<file path="config.mk">
export PLATFORM = sky130hd
export DESIGN_NAME = ogma_chan_regs
export DESIGN_NICKNAME = d
export VERILOG_FILES = /design/src/hw/rtl/ogma_pkg.sv /design/src/hw/rtl/ogma_chan_regs.sv
export SDC_FILE = /design/constraint.sdc
export NUM_CORES = 1
export LEC_CHECK = 0
export BUFFER_PORTS_ARGS = -buffer_cell sky130_fd_sc_hd__buf_2
export CAP_MARGIN = 20
export CORE_UTILIZATION = 40
export DETAILED_ROUTE_END_ITERATION = 6
export GPL_ROUTABILITY_DRIVEN = 0
export SLEW_MARGIN = 20
export SYNTH_ARGS = -nofsm -noshare
export SYNTH_HDL_FRONTEND = slang
export SYNTH_SLANG_ARGS = --single-unit
</file>
<file path="constraint.sdc">
create_clock -name clk -period 6.85 [get_ports clk]
set_input_delay 0.3425 -clock clk [delete_from_list [all_inputs] [get_ports clk]]
set_output_delay 0.3425 -clock clk [all_outputs]
set_load 0.05 [all_outputs]
</file>
<file path="src/hw/rtl/ogma_pkg.sv">
`default_nettype none
package ogma_pkg;

  // default build configuration
  localparam int CHANNELS_DEF  = 8;
  localparam int MAX_ORDER_DEF = 8;

  // fixed field widths
  localparam int CH_FIELD_W    = 3;
  localparam int SMP_W         = 16;
  localparam int SUM_W         = 24;
  localparam int CNT_W         = 8;
  localparam int ORDER_FIELD_W = 4;
  localparam int CFG_IDX_W     = 1;
  localparam int CFG_DATA_W    = 16;

  // constants
  localparam logic [CNT_W-1:0]         CNT_SAT   = 8'hFF;
  localparam logic [SMP_W-1:0]         LIMIT_MAX = 16'hFFFF;
  localparam logic [ORDER_FIELD_W-1:0] ORDER_RST = 4'd3;

  // configuration register indexes
  typedef enum logic [CFG_IDX_W-1:0] {
    REG_WINDOW_ORDER  = 1'b0,
    REG_OUTLIER_LIMIT = 1'b1
  } cfg_reg_t;

  // per-channel filter state, slot pointer kept apart since its width follows MAX_ORDER
  typedef struct packed {
    logic [SUM_W-1:0] sum;
    logic [SMP_W-1:0] avg;
    logic [CNT_W-1:0] cnt;
    logic             full;
  } chan_state_t;

endpackage
`default_nettype wire

</file>
<file path="src/hw/rtl/ogma_chan_regs.sv">
`default_nettype none
module ogma_chan_regs import ogma_pkg::*; #(
  parameter int CHANNELS  = CHANNELS_DEF,
  parameter int MAX_ORDER = MAX_ORDER_DEF,
  parameter int CH_IDX_W  = (CHANNELS > 1) ? $clog2(CHANNELS) : 1
) (
  input  wire logic                 clk,
  input  wire logic                 rst_n,
  input  wire logic                 restart,
  input  wire logic                 wr_en,
  input  wire logic [CH_IDX_W-1:0]  wr_idx,
  input  wire chan_state_t          wr_state,
  input  wire logic [MAX_ORDER-1:0] wr_slot,
  input  wire logic [CH_IDX_W-1:0]  st_idx,
  output chan_state_t               st_rd,
  input  wire logic [CH_IDX_W-1:0]  slot_idx,
  output logic      [MAX_ORDER-1:0] slot_rd
);

  chan_state_t          state_r [CHANNELS];
  logic [MAX_ORDER-1:0] slot_r  [CHANNELS];

  // reset and window restart put every channel back to its start state
  always_ff @(posedge clk) begin
    if (!rst_n || restart) begin
      for (int c = 0; c < CHANNELS; c++) begin
        state_r[c] <= '{sum: '0, avg: '0, cnt: CNT_SAT, full: 1'b0};
        slot_r[c]  <= '0;
      end
    end else if (wr_en) begin
      state_r[wr_idx] <= wr_state;
      slot_r[wr_idx]  <= wr_slot;
    end
  end

  assign st_rd   = state_r[st_idx];
  assign slot_rd = slot_r[slot_idx];

endmodule
`default_nettype wire

</file>
* Yosys cells after proc, flatten, opt, wreduce, memory -nomap -nowiden *
Memory sizes are Yosys's and may differ from the RTL's.
Index checks and enable logic that the tools add are counted.
W data, S select, Z words.

cells by class
  muxes and demuxes = 11
  reductions and logical operators = 4

operators by type and width
  operator            number
  $mux W49            1
  $reduce_or A49 Y1   1
  $mux W8             1
  $reduce_or A8 Y1    1
  $mux W1             7
  $mux W3             2
  $logic_not A1 Y1    1
  $logic_or A1 B1 Y1  1

word-level totals
  memories = 2
  memory bits (writable) = 456
  output and inout port bits = 57
  input bits = 70
  bits in registers = 0
  logic and storage cells = 17

memory list
  memory   depth  bits a word  rd ports  clocked after memory_dff  wr ports  line                  RTL
  state_r  8      49           1         0                         8         ogma_chan_regs.sv:20  chan_state_t state_r [CHANNELS];
  slot_r   8      8            1         0                         8         ogma_chan_regs.sv:21  logic [MAX_ORDER-1:0] slot_r [CHANNELS];

* Depth between registers and ports, before layout *
Gate-level depths: netlist of run 1.

  depth in word-level cells = 6
  gate-level depth with buffers = 5
  gate-level depth less buffers = 2

* Worst setup path before layout of run 1 *
OpenSTA, ideal clock, no wires.

  path type = input port to flip-flop
  start point = in wr_idx[2]
  end point = mem slot_r[0][0] (netlist bit) (enable)
  required time = 6.299 ns
  slack = 1.351 ns
  arrival time = 4.949 ns
  cell stages on the path = 4
  cell sequence = or2_2 clkbuf_1 clkbuf_1 o21ai_0

RTL lines
  item             line                  RTL
  start, declared  ogma_chan_regs.sv:11  input wire logic [CH_IDX_W-1:0] wr_idx,
  end, declared    ogma_chan_regs.sv:21

==> results.cfg, run 1 <==
[sta]
slew_headroom_pct = 25.4
slew_violations = 0
hold_viol = 0
hold_slack_ns = 0.136
setup-tns-final_ns = 0
rsz0062_at_grt = no
worst_slew_pin_slew_ns = 1.12
setup_viol = 0
fin_crit_ns = 3.02
finalCritPeriodShare_pct = 44.1
fmax_mhz = 331

[power_and_ir_drop]
p_leak_nw = 9.63
seq_power_share_pct = 52.2
combPwrFrac_pct = 10.0
p_sw_mw = 1.50
total_power_mw = 6.25
p_int_mw = 4.75
cellPowerDensity_nw_per_um2 = 271
vdd_drop_max_v = 0.000141
power_frac_clock_pct = 37.8
swShare_pct = 23.9

[route]
wl_per_cell_um = 24.6
routed_via_density = 5.64
ant_nets = 0
drt_drc_violations_left = 0
firstDrtPassIters = 4
drtIter0Drc = 829
routed_wl_um = 49400
num_vias = 11300

[global_routing]
grt.overflow.total = 0
grt_pass1_vias = 12200
grt_start_max_net_pins = 197
grt_pass1_wl_um = 75400
antenna_found_initial = 4
grtUsageTotal_pct = 19.0

[logic_synthesis]
yosys-top-cells-area = edfxtp_1 (67%), mux4_2 (13%), and3_1 (12%)
synthFlopType = edfxtp_1
synth_seq_cells = 456
yosysUniqueCellTypes = 23
ys_async_sr_fraction_pct = 0
synth_edf_count = 456
yosysSeqAreaShare_pct = 66.9
ys_warn_count = 0
syn_inst = 1235
synthesis.area_um2 = 20500
synth_largest_area_cell = edfxtp_1
synth_nets = 1305
syn_area_per_cell_um2 = 16.6
yosysMostFrequentCell = edfxtp_1
synth_top_area_share_pct = 66.9
synthTopCellsByCount = edfxtp_1 (456), and3_1 (392), mux4_2 (114)

[worst_setup_path]
cp.required_ns = 6.51
cp_max_fo = 47
cp-end-kind = output port
slowest_stage = buf_4
crit_chain = buf_6 -> buf_4 -> mux4_2 -> mux2_2 -> buf_2
slowest_delay_ns = 0.84
cp-start-kind = input port
cp.arrival_ns = 2.68
criticalPathCategory = in2out

[floorplan]
ios = 127
die_w_um = 228
die_y_um = 228
dieArea_um2 = 52100
rows = 82
start_util_pct = 40.7
core_um2 = 50300

[clock_network]
postCtsHoldBufs = 0
cts.sinks = 456
htreeDepth = 2
tritoncts = done
clk_pin_slew_ns = 0.06
cts-buffers-inserted = 46
postCtsSetupRepairBufs = 0
cts_root_buffer = clkbuf_16
clockBufferDepth = 3
cts_resized = 0

[outcome]
status = completed

[hold_path]
hold_path.class = in2reg

[run]
drv_cap = 0

[finish]
n_fill_cell = 4342
nets = 1371
syn_to_final_growth_pct = 12.8
fin_cells = 2006
drive_above_1_share_pct = 29.5

[place]
dpl.cell_count = 1924
numPortBuffers = 126
post-dp-hpwl_um = 24100
==> area by class of cell <==
cell class	count	area [µm²]	share of cell area [%]
Clock buffer	59	1260	5.47
Clock inverter	21	120	0.520
Tap cell	672	841	3.64
Multi-Input combinational cell	648	6330	27.4
Sequential cell	456	13700	59.3
Antenna cell	1	2.50	0.0108
Timing Repair Buffer	149	848	3.67
==> sequential cells by signal, indices dropped and copies added, names as in the netlist <==
signal	cells
slot_r	64
state_r	392
==> power groups by stage <==
stage	combinational (mW)	clock, mW	sequential [mW]
after global placement	0.631	0	3.31
after detailed placement	0.635	0	3.32
after global routing	0.664	2.50	3.28
final	0.627	2.36	3.26
after floorplan	0.428	0	3.32
after CTS	0.637	2.41	3.26
==> final timing paths <==
check  depth (start not counted)                          end   startpoint
max                            5                    st_rd[47]    st_idx[0]
min                            2  state_r[7][6]$_SDFFCE_PN1P_  wr_state[6]
==> stage by stage <==
step | cell area [µm²] | worst slack, ns | utilization [%]
after floorplan | 20500 | 1.35 | -
after global placement | 21700 | 3.79 | 43.1
after detailed placement | 21700 | 3.75 | 43.1
after CTS | 23100 | 3.74 | 45.9
after global routing | 23100 | 3.63 | 45.9
final | 23100 | 3.83 | 45.9
==> worst max-delay path, delay by kind of cell <==
family | cells | cell delay, ns
buffers and inverters | 3 | 1.36
multiplexers | 2 | 0.93
==> routing by layer <==
| metal | track usage (%) | vias up | part of all wire, % | wire (µm) |
|---|---|---|---|---|
| met3 | 2.55 | 70 | 4.2 | 2070 |
| met4 | 4.70 | 4 | 1.9 | 949 |
| li1 | - | 5092 | - | - |
| met2 | 32.6 | 270 | 50 | 24600 |
| met5 | 0 | - | 0.047 | 23 |
| met1 | 25.5 | 5868 | 44 | 21700 |
==> cell families after synthesis <==
group                  Yosys count  share of synthesized area (%)
AND/OR/NAND/NOR                469                           14.4
flip-flops                     456                           66.9
multiplexers                   171                           15.7
buffers and inverters          131                           2.83
AO/OA/AOI/OAI                    8                          0.196
==> cells in the final DEF, fill, tap and decap left out, types with 2 or more instances in the layout <==
cell type and instances:
edfxtp_1 456, and3_1 392, buf_2 124, mux4_2 114
or3_1 64, mux2_2 57, clkbuf_16 49, buf_4 21
clkinv_1 12, clkbuf_1 10, o21ai_4 8, clkinv_2 6
nand2b_1 2, nor2b_4 2, clkinvlp_4 2, buf_6 2
No activity file was read; power rests on OpenSTA's default activity.
==> inputs of run 2 (changes only) <==
==> constraint.sdc (replaced) <==
create_clock -name clk -period 3.1 [get_ports clk]
set_input_delay 0.155 -clock clk [delete_from_list [all_inputs] [get_ports clk]]
set_output_delay 0.155 -clock clk [all_outputs]
set_load 0.05 [all_outputs]
==> results.cfg, run 2 (synthesized netlist as in run 1, its figures left out) <==
[worst_setup_path]
criticalPathCategory = in2out
slowest_delay_ns = 0.53
critPathTopFamily = buffers and inverters
cp.required_ns = 2.94
cp_max_fo = 32
cp.arrival_ns = 2.02
path_buf_inv = 3
crit_chain = buf_6 -> buf_4 -> mux4_2 -> mux2_2 -> buf_2
slowest_stage = mux4_2
cp-startpoint = st_idx[0]
cp-start-kind = input port
cp-end-kind = output port

[hold_path]
min_from = wr_state[26]
hold_path.class = in2reg

[clock_network]
cts.sinks = 456
clockBufferDepth = 3
htreeDepth = 2
cts-buffers-inserted = 47
tritoncts = done
postCtsSetupRepairBufs = 0
clk_pin_slew_ns = 0.06
cts_resized = 0
postCtsHoldBufs = 56
cts_root_buffer = clkbuf_16

[global_routing]
grt_pass1_vias = 12200
grt.overflow.total = 0
antenna_found_initial = 3
grt_pass1_wl_um = 77400
grtUsageTotal_pct = 19.6
grt_start_max_net_pins = 197

[route]
wl_per_cell_um = 24.5
ant_nets = 0
num_vias = 11600
routed_via_density = 5.61
firstDrtPassIters = 5
drt_drc_violations_left = 0
routed_wl_um = 50800
drtIter0Drc = 879

[sta]
worst_slew_pin_slew_ns = 0.877
setup-tns-final_ns = 0
hold_slack_ns = 0.0231
rsz0062_at_grt = no
setup_viol = 0
slew_violations = 0
finalCritPeriodShare_pct = 70.3
hold_viol = 0
slew_headroom_pct = 41.5
fin_crit_ns = 2.18
fmax_mhz = 459

[power_and_ir_drop]
vdd_drop_max_v = 0.000489
cellPowerDensity_nw_per_um2 = 591
p_leak_nw = 10.0

[floorplan]
die_y_um = 228
core_um2 = 50300
dieArea_um2 = 52100
start_util_pct = 40.7
rows = 82
ios = 127
die_w_um = 228

[run]
drv_cap = 0

[finish]
nets = 1443
layout_common_cells = edfxtp_1 (456), and3_1 (392), buf_2 (124)
syn_to_final_growth_pct = 17.4
largest_register_ffs = 392
top_regs = state_r (392), slot_r (64)
drive_above_1_share_pct = 29.3
layout_commonest_cell = edfxtp_1
regMostFlops = state_r

[place]
post-dp-hpwl_um = 26800
numPortBuffers = 126

[outcome]
status = completed
==> run 2: changes by cell type in the layout (fill, tap and decap cells not counted), sizes merged <==
cell,change
buf,+15
bufinv,+4
clkbuf,-5
clkinv,+1
clkinvlp,-1
dlygate4sd3,+56
inv,+1
==> run 2: layout make-up <==
type	instances	area [µm²]
Fill cell	4304	26300
Sequential cell	456	13700
Multi-Input combinational cell	648	6330
Timing Repair Buffer	220	1710
Clock buffer	54	1200
Tap cell	672	841
Clock inverter	26	246
Antenna cell	1	2.50
==> run 2: stage by stage <==
stage | cell area (µm²) | total power [mW] | utilization [%] | cells | setup WS (ns)
final | 24000 | 14.2 | 47.8 | 2077 | 0.922
after global routing | 24000 | 14.6 | 47.8 | 2077 | 0.811
after CTS | 24000 | 14.3 | 47.8 | 2076 | 0.860
after detailed placement | 22000 | 8.79 | 43.8 | 1940 | 0.863
after global placement | 22000 | 8.77 | 43.8 | 1940 | 0.881
after floorplan | 20500 | 8.26 | - | 1235 | -0.675
==> run 2: path summary, 6_finish.rpt <==
| path | end | slack, ns | cells past startpoint |
|---|---|---|---|
| max | st_rd[19] | 0.92 | 5 |
| min | state_r[6][26]$_SDFFCE_PN0P_ | 0.02 | 2 |
==> run 2: routing by layer <==
layer	part of all wire [%]	GRT usage (%)	routed length (µm)	vias to the layer above
met5	0.039	0	20	-
met2	51	33.8	25800	296
met3	5.0	2.63	2550	63
li1	-	-	-	5247
met4	1.8	5.10	914	4
met1	42	26.0	21600	6039
==> run 2: power breakdown <==
group | internal (mW) | leakage (nW) | switching, mW
clock network | 3.17 | 0.709 | 2.32
logic | 0.527 | 4.48 | 0.967
registers | 7.12 | 4.85 | 0.0867
==> inputs of run 3 (changes only) <==
--- a/config.mk
+++ b/config.mk
@@ -5,6 +5,7 @@
 export SDC_FILE = /design/constraint.sdc
 export NUM_CORES = 1
 export LEC_CHECK = 0
+export ABC_AREA = 1
 export BUFFER_PORTS_ARGS = -buffer_cell sky130_fd_sc_hd__buf_2
 export CAP_MARGIN = 20
 export CORE_UTILIZATION = 40
==> constraint.sdc (replaced) <==
create_clock -name clk -period 2 [get_ports clk]
set_input_delay 0.1 -clock clk [delete_from_list [all_inputs] [get_ports clk]]
set_output_delay 0.1 -clock clk [all_outputs]
set_load 0.05 [all_outputs]
==> results.cfg, run 3 <==
[route]
routed_via_density = 4.72
drtIter0Drc = 1356
routed_wl_um = 59100
ant_nets = 0
num_vias = 16600
firstDrtPassIters = 5
wl_per_cell_um = 16.8
drt_drc_violations_left = 0

[worst_setup_path]
crit_path_frequent_cell = nand2_1
crit_chain = inv_1 -> nand2_1 -> nand3_1 -> nand2_1 -> nand2_1 -> nand2_1 -> buf_2
slowest_stage = edfxtp_1
cp_max_fo = 1
cp-end-kind = output port
cp-startpoint = state_r[7][34]$_SDFFCE_PN0P_
cp.arrival_ns = 1.72
criticalPathCategory = reg2out
cp.required_ns = 1.90
cp-start-kind = flip-flop
slowest_delay_ns = 0.33

[sta]
finalCritPeriodShare_pct = 91.2
worst_slew_pin_slew_ns = 0.914
slew_headroom_pct = 39.0
hold_viol = 0
fmax_mhz = 548
hold_slack_ns = 0.110
setup_viol = 0
slew_violations = 0
rsz0062_at_grt = no
fin_crit_ns = 1.82

[finish]
antennaDiodeCount = 0
top_regs = state_r (392), slot_r (64)
largest_register_ffs = 392
drive_above_1_share_pct = 10.1
syn_to_final_growth_pct = 16.7
regMostFlops = state_r
nets = 2803
layout_commonest_cell = nand2_1
layout_common_cells = nand2_1 (812), inv_1 (520), edfxtp_1 (456)

[logic_synthesis]
synthFlopType = edfxtp_1
yosys-top-cells-area = edfxtp_1 (61%), nand2_1 (14%), inv_1 (8.7%)
yosysMostFrequentCell = nand2_1
synth_edf_count = 456
synth_nets = 2639
syn_area_per_cell_um2 = 8.74
ys_async_sr_fraction_pct = 0
synth_seq_cells = 456
syn_inst = 2569
yosysUniqueCellTypes = 18
synthTopCellsByCount = nand2_1 (820), inv_1 (521), edfxtp_1 (456)
ys_warn_count = 0
synth_top_area_share_pct = 61.0
synth_largest_area_cell = edfxtp_1
yosysSeqAreaShare_pct = 61.0
synthesis.area_um2 = 22500

[clock_network]
cts_resized = 0
cts_root_buffer = clkbuf_16
tritoncts = done
postCtsHoldBufs = 58
htreeDepth = 2
postCtsSetupRepairBufs = 0
cts-buffers-inserted = 49
clk_pin_slew_ns = 0.06
cts.sinks = 456
clockBufferDepth = 3

[power_and_ir_drop]
power_frac_clock_pct = 39.5
p_int_mw = 17.1
swShare_pct = 25.4
vdd_drop_max_v = 0.000559
total_power_mw = 22.9
combPwrFrac_pct = 11.7
p_sw_mw = 5.82
seq_power_share_pct = 48.8
p_leak_nw = 12.6
cellPowerDensity_nw_per_um2 = 873

[global_routing]
grt.overflow.total = 0
antenna_found_initial = 1
grt_pass1_wl_um = 91600
grt_pass1_vias = 16100
grtUsageTotal_pct = 21.0
grt_start_max_net_pins = 137

[hold_path]
hold_path.class = in2reg
min_path_cells = 5
min_from = wr_idx[1]

[floorplan]
die_w_um = 239
die_y_um = 239
rows = 86
core_um2 = 55300
start_util_pct = 40.6
dieArea_um2 = 57100
ios = 127

[place]
post-dp-hpwl_um = 35400
numPortBuffers = 126

[outcome]
status = completed

[run]
drv_cap = 0
## run 3: cell types whose count changed in the layout (fill, tap and decap cells not counted), sizes merged, moves of 64 or more
cell and delta:
inv +529, nand2 +822, nand3 +228, or3 -64
mux4 -114, nor2 +403, and3 -392
## run 3: layout make-up
cell class                      instances  area [µm²]
Fill cell                            5344       29100
Sequential cell                       456       13700
Multi-Input combinational cell       1457        6000
Timing Repair Buffer                  239        2020
Inverter                              530        2010
Clock buffer                           68        1340
Tap cell                              748         936
Clock inverter                         20         220
## run 3: final timing paths
kind / to / slack (ns)
setup / recovery: st_rd[34] / 0.18
hold / removal: state_r[0][7]$_SDFFCE_PN1P_ / 0.11
## run 3: metal layers
metal  track usage, %  vias to the layer above  routed length [µm]
met4             5.75                        0                1310
met1             28.2                     7913               25800
li1                 -                     8134                   -
met5                0                        -                   0
met3             2.88                       81                3370
met2             35.4                      478               28700
## run 3: power groups by stage
stage                     Sequential (mW)  Combinational (mW)  Clock [mW]
after global routing                 11.2                2.95        9.57
after floorplan                      11.4                1.75           0
final                                11.2                2.68        9.04
after CTS                            11.2                2.71        9.19
after detailed placement             11.4                2.62           0
after global placement               11.4                2.59           0
## run 3: worst max-delay path, delay by kind of cell, from the launching register on
| family | cells | cell delay, ns |
|---|---|---|
| flip-flops | 1 | 0.33 |
| buffers and inverters | 2 | 0.33 |
| AND/OR/NAND/NOR | 5 | 0.47 |
## run 3: per-stage QoR
step / util [%] / instance area (µm²) / TNS (ns) / std cells / setup WS [ns]
after floorplan: - / 22500 / -246.96 / 2569 / -0.543
after global placement: 43.5 / 24100 / 0 / 3372 / 0.255
after detailed placement: 43.5 / 24100 / 0 / 3372 / 0.239
after CTS: 47.4 / 26200 / 0 / 3518 / 0.160
after global routing: 47.4 / 26200 / 0 / 3518 / 0.0812
final: 47.4 / 26200 / 0 / 3518 / 0.177
## run 3: logic make-up (layout without fill, tap and decap cells)
group,after synthesis,after routing,share of synthesized area [%]
buf+inv,656,857,12.6
flops,456,456,61.0
simple gates,1457,1457,26.4
